`src/design/smpq_pkg.sv`:
```
// shared types and constants for the sorted max priority queue
`timescale 1ns / 1ps
package smpq_pkg;

  localparam int CAPACITY = 16;
  localparam int VALUE_W = 32;
  localparam int CNT_W = $clog2(CAPACITY + 1);
  localparam int ENTRY_COUNT_W = 5;
  localparam int STATUS_W = 2;

  localparam logic ACT_INSERT = 1'b0;
  localparam logic ACT_REMOVE = 1'b1;

  localparam logic [STATUS_W-1:0] ST_OK    = 2'd0;
  localparam logic [STATUS_W-1:0] ST_EMPTY = 2'd1;
  localparam logic [STATUS_W-1:0] ST_FULL  = 2'd2;

  typedef struct packed {
    logic load;
    logic exec;
  } dp_cmd_t;

  typedef struct packed {
    logic out_hold;
  } dp_stat_t;

endpackage

```
`src/design/smpq_if.sv`:
```
// request and response channel interfaces
`timescale 1ns / 1ps
interface smpq_req_if;
  logic valid;
  logic ready;
  logic action;
  logic signed [smpq_pkg::VALUE_W-1:0] value;

  modport source (output valid, output action, output value, input ready);
  modport sink (input valid, input action, input value, output ready);
endinterface

interface smpq_rsp_if;
  logic valid;
  logic ready;
  logic signed [smpq_pkg::VALUE_W-1:0] front_value;
  logic is_empty;
  logic [smpq_pkg::ENTRY_COUNT_W-1:0] entry_count;
  logic [smpq_pkg::STATUS_W-1:0] status;

  modport source (output valid, output front_value, output is_empty, output entry_count,
                  output status, input ready);
  modport sink (input valid, input front_value, input is_empty, input entry_count,
                input status, output ready);
endinterface

```
`src/design/smpq_ctrl.sv`:
```
// controller state machine: capture an item, then run the update
`timescale 1ns / 1ps
module smpq_ctrl (
  input  logic                clk,
  input  logic                rst,
  smpq_req_if.sink            req,
  input  smpq_pkg::dp_stat_t  stat,
  output smpq_pkg::dp_cmd_t   cmd
);

  localparam logic S_IDLE = 1'b0;
  localparam logic S_EXEC = 1'b1;

  logic state;
  logic state_next;

  assign req.ready = (state == S_IDLE);
  assign cmd.load  = req.valid && req.ready;
  assign cmd.exec  = (state == S_EXEC) && !stat.out_hold;

  always_comb begin
    state_next = state;
    unique case (state)
      S_IDLE: begin
        if (cmd.load) state_next = S_EXEC;
      end
      S_EXEC: begin
        if (cmd.exec) state_next = S_IDLE;
      end
      default: state_next = S_IDLE;
    endcase
  end

  always_ff @(posedge clk) begin
    if (rst) begin
      state <= S_IDLE;
    end else begin
      state <= state_next;
    end
  end

endmodule

```
`src/design/smpq_datapath.sv`:
```
// sorted entry array with parallel compare and shift, and result register
`timescale 1ns / 1ps
module smpq_datapath (
  input  logic                                clk,
  input  logic                                rst,
  input  smpq_pkg::dp_cmd_t                   cmd,
  output smpq_pkg::dp_stat_t                  stat,
  input  logic                                action,
  input  logic signed [smpq_pkg::VALUE_W-1:0] value,
  smpq_rsp_if.source                          rsp
);

  logic                                act_q;
  logic signed [smpq_pkg::VALUE_W-1:0] val_q;
  logic signed [smpq_pkg::VALUE_W-1:0] entries [smpq_pkg::CAPACITY];
  logic signed [smpq_pkg::VALUE_W-1:0] entries_next [smpq_pkg::CAPACITY];
  logic signed [smpq_pkg::VALUE_W-1:0] ins_entries [smpq_pkg::CAPACITY];
  logic signed [smpq_pkg::VALUE_W-1:0] rem_entries [smpq_pkg::CAPACITY];
  logic [smpq_pkg::CAPACITY-1:0]       keep;
  logic [smpq_pkg::CNT_W-1:0]          count;
  logic [smpq_pkg::CNT_W-1:0]          count_next;
  logic [smpq_pkg::STATUS_W-1:0]       status_next;
  logic                                full;
  logic                                empty;
  logic                                out_valid;

  assign full  = (count == smpq_pkg::CNT_W'(smpq_pkg::CAPACITY));
  assign empty = (count == '0);

  // entries that stay in place on insert: valid and not below the new value
  always_comb begin
    for (int i = 0; i < smpq_pkg::CAPACITY; i++) begin
      keep[i] = (smpq_pkg::CNT_W'(i) < count) && (entries[i] >= val_q);
    end
    ins_entries[0] = keep[0] ? entries[0] : val_q;
    for (int i = 1; i < smpq_pkg::CAPACITY; i++) begin
      ins_entries[i] = keep[i] ? entries[i] : (keep[i-1] ? val_q : entries[i-1]);
    end
    for (int i = 0; i < smpq_pkg::CAPACITY - 1; i++) begin
      rem_entries[i] = entries[i+1];
    end
    rem_entries[smpq_pkg::CAPACITY-1] = entries[smpq_pkg::CAPACITY-1];
  end

  always_comb begin
    entries_next = entries;
    count_next   = count;
    status_next  = smpq_pkg::ST_OK;
    if (act_q == smpq_pkg::ACT_INSERT) begin
      if (full) begin
        status_next = smpq_pkg::ST_FULL;
      end else begin
        entries_next = ins_entries;
        count_next   = count + 1'b1;
      end
    end else begin
      if (empty) begin
        status_next = smpq_pkg::ST_EMPTY;
      end else begin
        entries_next = rem_entries;
        count_next   = count - 1'b1;
      end
    end
  end

  always_ff @(posedge clk) begin
    if (cmd.load) begin
      act_q <= action;
      val_q <= value;
    end
    if (cmd.exec) begin
      entries             <= entries_next;
      rsp.front_value     <= (count_next != '0) ? entries_next[0] : '0;
      rsp.is_empty        <= (count_next == '0);
      rsp.entry_count     <= smpq_pkg::ENTRY_COUNT_W'(count_next);
      rsp.status          <= status_next;
    end
  end

  always_ff @(posedge clk) begin
    if (rst) begin
      count     <= '0;
      out_valid <= 1'b0;
    end else begin
      if (cmd.exec) begin
        count     <= count_next;
        out_valid <= 1'b1;
      end else if (rsp.ready) begin
        out_valid <= 1'b0;
      end
    end
  end

  assign rsp.valid     = out_valid;
  assign stat.out_hold = out_valid && !rsp.ready;

endmodule

```
`src/design/sorted_max_priority_queue_core.sv`:
```
// Bounded max-priority queue of signed 32-bit values kept in descending order in a register
// array of smpq_pkg::CAPACITY entries. Each request item (action 0 insert, 1 remove largest)
// yields one response item with the new largest value (0 when empty), an empty flag, the
// entry count and a status (ok, removal from empty, insert dropped when full). An item is
// first captured, then the compare-and-shift across all entries runs and also loads the
// response register; the next item is taken while a response still waits, and the update
// stalls only while the previous response has not been taken.
`timescale 1ns / 1ps
module sorted_max_priority_queue_core (
  input  logic        clk,
  input  logic        rst,
  smpq_req_if.sink    req,
  smpq_rsp_if.source  rsp
);

  smpq_pkg::dp_cmd_t  cmd;
  smpq_pkg::dp_stat_t stat;

  smpq_ctrl u_ctrl (
    .clk  (clk),
    .rst  (rst),
    .req  (req),
    .stat (stat),
    .cmd  (cmd)
  );

  smpq_datapath u_datapath (
    .clk    (clk),
    .rst    (rst),
    .cmd    (cmd),
    .stat   (stat),
    .action (req.action),
    .value  (req.value),
    .rsp    (rsp)
  );

endmodule

```
`src/flat_wrapper.sv`:
```
// flat-port wrapper written by rule: the top's interface ports become plain ports
module sorted_max_priority_queue_core_flat 
  (clk, rst, req_valid, req_action, req_value, req_ready, rsp_valid, rsp_front_value, rsp_is_empty, rsp_entry_count, rsp_status, rsp_ready);
  smpq_req_if req_i ();
  smpq_rsp_if rsp_i ();
  input  logic clk;
  input  logic rst;
  input wire logic [$bits(req_i.valid)-1:0] req_valid;
  input wire logic [$bits(req_i.action)-1:0] req_action;
  input wire logic [$bits(req_i.value)-1:0] req_value;
  output wire logic [$bits(req_i.ready)-1:0] req_ready;
  output wire logic [$bits(rsp_i.valid)-1:0] rsp_valid;
  output wire logic [$bits(rsp_i.front_value)-1:0] rsp_front_value;
  output wire logic [$bits(rsp_i.is_empty)-1:0] rsp_is_empty;
  output wire logic [$bits(rsp_i.entry_count)-1:0] rsp_entry_count;
  output wire logic [$bits(rsp_i.status)-1:0] rsp_status;
  input wire logic [$bits(rsp_i.ready)-1:0] rsp_ready;
  assign req_i.valid = req_valid;
  assign req_i.action = req_action;
  assign req_i.value = req_value;
  assign req_ready = req_i.ready;
  assign rsp_valid = rsp_i.valid;
  assign rsp_front_value = rsp_i.front_value;
  assign rsp_is_empty = rsp_i.is_empty;
  assign rsp_entry_count = rsp_i.entry_count;
  assign rsp_status = rsp_i.status;
  assign rsp_i.ready = rsp_ready;
  sorted_max_priority_queue_core u_core (.clk(clk), .rst(rst), .req(req_i), .rsp(rsp_i));
endmodule
```
`config.mk`:
```
export PLATFORM = sky130hd
export DESIGN_NAME = sorted_max_priority_queue_core_flat
export DESIGN_NICKNAME = d
export VERILOG_FILES = /design/src/design/smpq_pkg.sv /design/src/design/smpq_if.sv /design/src/design/smpq_ctrl.sv /design/src/design/smpq_datapath.sv /design/src/design/sorted_max_priority_queue_core.sv /design/src/flat_wrapper.sv
export SDC_FILE = /design/constraint.sdc
export NUM_CORES = 2
export LEC_CHECK = 0
export ABC_AREA = 1
export ABC_CLOCK_PERIOD_IN_PS = 5580
export BUFFER_PORTS_ARGS = -buffer_cell sky130_fd_sc_hd__buf_2
export CAP_MARGIN = 20
export CORE_UTILIZATION = 60
export DETAILED_ROUTE_END_ITERATION = 7
export PLACE_DENSITY = 0.74
export RECOVER_POWER = 100
export SETUP_SLACK_MARGIN = 0.1
export SYNTH_ARGS = -nofsm -noshare
export SYNTH_HDL_FRONTEND = slang
export SYNTH_HIERARCHICAL = 1
export SYNTH_SLANG_ARGS = --single-unit
```
`constraint.sdc`:
```
create_clock -name clk -period 5.58 [get_ports clk]
set_clock_uncertainty 0.05 [all_clocks]
set_input_delay 0.279 -clock clk [delete_from_list [all_inputs] [get_ports clk]]
set_output_delay 0.279 -clock clk [all_outputs]
set_load 0.01 [all_outputs]
```
Yosys cells after proc, flatten, opt, wreduce, memory -nomap -nowiden
Index checks and enable logic that the tools add are counted.
{ "op_classes": {"add_sub_neg": 2, "n_lt_le_gt_ge": 32, "eq_ne": 17, "n_mux": 45, "bitwise_logic": 4, "reduce_logical": 40} }
{ "op_table": {"columns": ["op", "count"], "rows": [
  ["2-to-1 mux 512 bit", 3],
  ["2-to-1 mux 32 bit", 31],
  [">= comparator 32 bit", 16],
  ["AND reduction 4 bit", 15],
  ["less-than comparator 4 x 5 -> 1 bit (first input constant)", 8],
  ["!= test 2 bit (second input constant)", 16],
  ["less-than comparator 3 x 5 -> 1 bit (first input constant)", 4],
  ["logical AND 1 bit", 19],
  ["2-to-1 mux 5 bit", 3],
  ["logical NOT 5 bit", 2],
  ["less-than comparator 1 x 5 -> 1 bit (first input constant)", 2],
  ["less-than comparator 2 x 5 -> 1 bit (first input constant)", 2],
  ["adder 5 x 1 -> 5 bit (second input constant)", 1],
  ["== test 5 bit (second input constant)", 1],
  ["2-to-1 mux 1 bit", 5],
  ["nonzero test 5 bit", 1],
  ["subtractor 5 x 1 -> 5 bit (second input constant)", 1],
  ["2-to-1 mux 2 bit", 2],
  ["NOT 1 bit", 4],
  ["logical NOT 1 bit", 2],
  ["case mux 1 bit (2 select lines)", 1],
  ["nonzero test 2 bit", 1]
]} }
{ "totals": {"ff_bits": 592, "in_bits": 37, "out_inout_bits": 42, "wordCells": 165} }

Longest topological paths before layout
{ "depth": {"depth_word": 6, "depth_mapped": 21, "mapped_depth_nobuf": 20} }

Modules after synthesis
Netlist, hierarchy kept.
{ "by_module_without_submodules": {"columns": ["module", "instances", "cells_per_inst", "area_each_um2", "seq_area_each_um2"], "rows": [
  ["smpq_datapath", 1, 5431, 43295.3, 17687.0],
  ["smpq_ctrl", 1, 11, 60.1, 20.0]
]} }

Worst setup path after synthesis
No wires, ideal clock.
{ "synth_path": {"path_kind": "flip-flop to flip-flop", "startpoint": "reg u_core/u_datapath/val_q[15] (netlist bit)", "endpoint": "reg u_core/u_datapath/entries[0] (netlist bit) (enable)", "setup_ns": 0.432, "arrival_time_ns": 3.821, "t_required_ns": 5.098, "path_slack_ns": 1.277, "path_stages_with_launch": 15, "n_path_buf": 1, "synth_period_minus_slack_ns": 4.303, "path_cell_list": "edfxtp_1 -> inv_1 -> clkbuf_1 -> ha_1 -> nand2_1 -> inv_1 -> nand3_1 -> nor3_1 -> inv_1 -> o21ai_0 -> nand2_1 -> nand2_1 -> or2_2 -> nand3_1 -> a21oi_1"} }
{ "synth_via": {"elab_chain_cells": 4} }
{ "synth_rtl": {"columns": ["item", "line_no", "rtl"], "rows": [
  ["start, declared", "smpq_datapath.sv:14", "logic signed [smpq_pkg::VALUE_W-1:0] val_q;"],
  ["start signal, assigned", "smpq_datapath.sv:69", "val_q <= value;"],
  [">= comparator 32 bit", "smpq_datapath.sv:33", "keep[i] = (smpq_pkg::CNT_W'(i) < count) && (entries[i] >= val_q);"],
  ["logical AND 1 bit", "smpq_datapath.sv:33", null],
  ["NOT 1 bit (no line)", null, null],
  ["AND reduction 4 bit (no line)", null, null],
  ["end signal, assigned", "smpq_datapath.sv:72", "entries <= entries_next;"],
  ["end, declared", "smpq_datapath.sv:15", "logic signed [smpq_pkg::VALUE_W-1:0] entries [smpq_pkg::CAPACITY];"]
]} }
No other way between the ends.
A chain may end at the register's enable or synchronous reset.

==> out/metrics.yaml <==
grt:
  grt_max_degree: 186
  track_usage_pct: 40.0
  grt_pass1_vias: 39353
  antenna_found_initial: 4
  grt_pass1_wl_um: 227000
  grt-ovfl-total: 0
cells_and_area:
  nNetsFinal: 6030
  synthToLayoutAreaGrowth_pct: 9.78
  multi_input_area_um2: 22700
  regArea_um2: 17700
  final_cell_area_um2: 47600
  final_layout_size_suffix_gt1_share_pct: 5.46
  nFillCells: 6049
yosys:
  netlist_area_um2: 43400
  synth_area_leader_cell: "edfxtp_1"
  syn_avg_cell_area_um2: 7.97
  synthDistinctLibCells: 42
  yosysWarnings: 6
  synth_fp_nets: 5994
  ys_ff_latch: 592
  synth_area_leaders: "edfxtp_1 (41%), ha_1 (15%), nand2_1 (14%)"
  synth_top_area_share_pct: 40.5
  syn_inst: 5442
  synth_seq_area_share_pct: 40.8
floorplan:
  die_area_um2: 73300
  die_y_um: 271
  initial_core_util_pct: 60.6
  rows: 98
  core_region_area_um2: 71500
  top_level_ports: 79
  die_w_um: 271
setup_path:
  path_cells: "nor2_4, inv_1, nor2_1, nor2_1, inv_1, clkbuf_2, o21ai_0"
  worstSetupPathType: "reg2reg"
  slowest_delay_ns: 1.18
  endpoint_kind: "register"
  start_kind: "register"
  crit_required_ns: 5.96
  crit_family: "buffers and inverters"
  cp_num_cells: 7
  cp_max_fo: 36
  slowest_stage: "nor2_1"
  arrival_ns: 5.30
  worstRegToRegCells: 7
  cp_num_buf_inv: 3
route:
  num_vias: 41460
  wl_per_cell_um: 23.1
  drt-total-wl_um: 150000
  route.detailed.drc: 0
  vias_per_cell: 6.39
  dr.pass1.iters: 6
  drt_iter0_drc: 5133
  postRouteAntennaNets: 0
pwr:
  power.share.sequential_pct: 39.9
  cellPowerDensity_nw_per_um2: 318
  share_comb_of_total_power_pct: 29.4
  ir_drop_uv: 276
  pwr-share-clk_pct: 30.7
  p_leak_uw: 0.0216
  swShare_pct: 36.5
  internal_power_uw: 9620
  p_switching_uw: 5530
sta:
  tns_ns: 0
  finalHoldViolCount: 0
  worst_slew_pin_slew_ns: 1.97
  max_freq_ghz: 0.203
  min_period_ns: 4.92
  slew_headroom_pct: -31.6
  period_share_pct: 88.3
  slew_viol_final: 110
  finalSetupViolations: 0
  finalWorstSetupSlack_ns: 0.655
  rsz0062_at_grt: "false"
clock_network:
  cts_htree_levels: 3
  cts_setup_buffers: 0
  clk_root_buffer_cell: "clkbuf_16"
  numCtsBuffers: 71
  cts_buffer_depth: 3
  clkTransAtPathRegs_ns: 0.06
  tritoncts: "done"
  insertion_delay_ns: 0.64
  numClockSinks: 592
placed_design:
  placed_area_um2: 45100
  gp_congestion: 0.942
  hpwl_um: 105000
  dp_slack_ns: 1.34
  io_buffers: 78
worst_hold_path:
  hold_depth: 2
  min_path_type: "in2reg"
run_status:
  violations: "capacitance limit, slew limit"
  status: "finished, violations left"
job:
  maxCapViolCount: 4
## stage by stage
| step | cells | total power [µW] | hold WS [ns] | util, % |
|---|---|---|---|---|
| detailed placement | 6317 | 10400 | 0.408 | 63.1 |
| finish | 6488 | 15200 | 0.321 | 66.6 |
| floorplan | 5442 | 8950 | 0.298 | - |
| global route | 6479 | 15800 | 0.317 | 66.6 |
| global placement | 6316 | 10300 | 0.406 | 63.1 |
| CTS | 6477 | 15000 | 0.300 | 66.8 |
## registers in the layout (all words and copies together) (netlist names)
| register | flops |
|---|---|
| u_core/u_ctrl/state | 1 |
| u_core/u_datapath/act_q | 1 |
| u_core/u_datapath/count | 5 |
| u_core/u_datapath/entries | 512 |
| u_core/u_datapath/rsp.entry_count | 5 |
| u_core/u_datapath/rsp.front_value | 32 |
| u_core/u_datapath/rsp.is_empty | 1 |
| u_core/u_datapath/rsp.status | 2 |
| u_core/u_datapath/rsp.valid | 1 |
| u_core/u_datapath/val_q | 32 |
## final timing paths
kind                            startpoint                             end  slack (ns)
max             u_core/u_datapath/count[4]  u_core/u_datapath/entries[192]        0.66
min                             req_action         u_core/u_datapath/act_q        0.32
max reg2reg     u_core/u_datapath/count[4]  u_core/u_datapath/entries[192]        0.66
min reg2reg  u_core/u_datapath/entries[26]   u_core/u_datapath/entries[58]        0.51
## placed cells by master (no fill, tap or decap), drive strengths merged, types with 2 or more instances in the layout
cell | synthesis | layout
nor4b | 3 | 3
edfxtp | 585 | 585
o211ai | 14 | 14
buf | 108 | 160
bufinv | 0 | 5
nor2 | 144 | 144
nand3 | 849 | 849
nor4 | 11 | 11
ha | 515 | 515
nor3 | 19 | 19
a22oi | 32 | 32
a31oi | 4 | 4
clkinv | 1 | 25
inv | 466 | 467
a211oi | 13 | 13
diode | 0 | 9
nand4 | 62 | 62
dlygate4sd3 | 0 | 36
a21boi | 3 | 3
or2 | 2 | 2
a21oi | 486 | 486
clkbuf | 200 | 167
nand2 | 1574 | 1574
o21bai | 2 | 2
o21a | 17 | 17
o21ai | 300 | 300
clkinvlp | 0 | 2
nand3b | 16 | 16
nor3b | 3 | 3
dfxtp | 7 | 7
## cells in the mapped netlist
library cell / n
buf_4: 3
a211oi_1: 13
o211ai_1: 14
nand3_1: 839
a211o_1: 1
a22oi_1: 32
nor3b_4: 1
nor3_1: 18
nor4_1: 10
inv_2: 4
edfxtp_1: 585
and3_1: 1
nor3b_2: 2
or2_2: 2
o21bai_1: 2
nor4_2: 1
nor4b_2: 3
o21ai_0: 218
nand2_1: 1574
nand4_1: 62
a31oi_1: 4
a21oi_1: 486
xor2_1: 1
clkinv_1: 1
o221ai_1: 1
a21o_1: 1
buf_1: 19
nand3_2: 10
a21boi_0: 3
xnor2_1: 1
clkbuf_1: 200
o21ai_1: 82
dfxtp_1: 7
inv_1: 462
nor2_4: 2
nor2_1: 139
nor2_2: 3
o21a_1: 17
nand3b_1: 16
ha_1: 515
nor3_4: 1
buf_2: 86
## final cells by class
class	instances	share of cell area (%)
clock buffers	92	4.07
diodes	9	0.0473
multi-input cells	4075	47.6
inverters	467	3.70
clock inverters	32	0.618
flip-flops and latches	592	37.2
well taps	950	2.50
repair buffers	271	4.26
## metal layers
metal,wire length [µm],up-vias,GRT usage [%],part of all wire (%)
met2,68000,2678,63.6,45
li1,-,18875,-,-
met4,9420,2,22.7,6.3
met3,17900,576,9.40,12
met5,13,-,0,0.0087
met1,54600,19329,50.1,36
## timing repair
action	in CTS	in global routing
hold buffers	36	0
hold endpoints to repair	40	0
gates resized for setup	0	0
## power groups by stage
stage               logic [µW]  clock network, µW  registers (µW)
finish                    4460               4660            6040
global route              4910               4800            6060
CTS                       4360               4650            6020
detailed placement        4310                  0            6100
global placement          4160                  0            6110
floorplan                 3040                  0            5910
## logic make-up after synthesis
group / share of synthesized area [%]
buf+inv: 6.98
simple gates: 26.7
xor+xnor: 0.0404
compound gates: 10.6
fa+ha+maj: 14.9
flops: 40.8
Power figures use the tool's default switching activity.
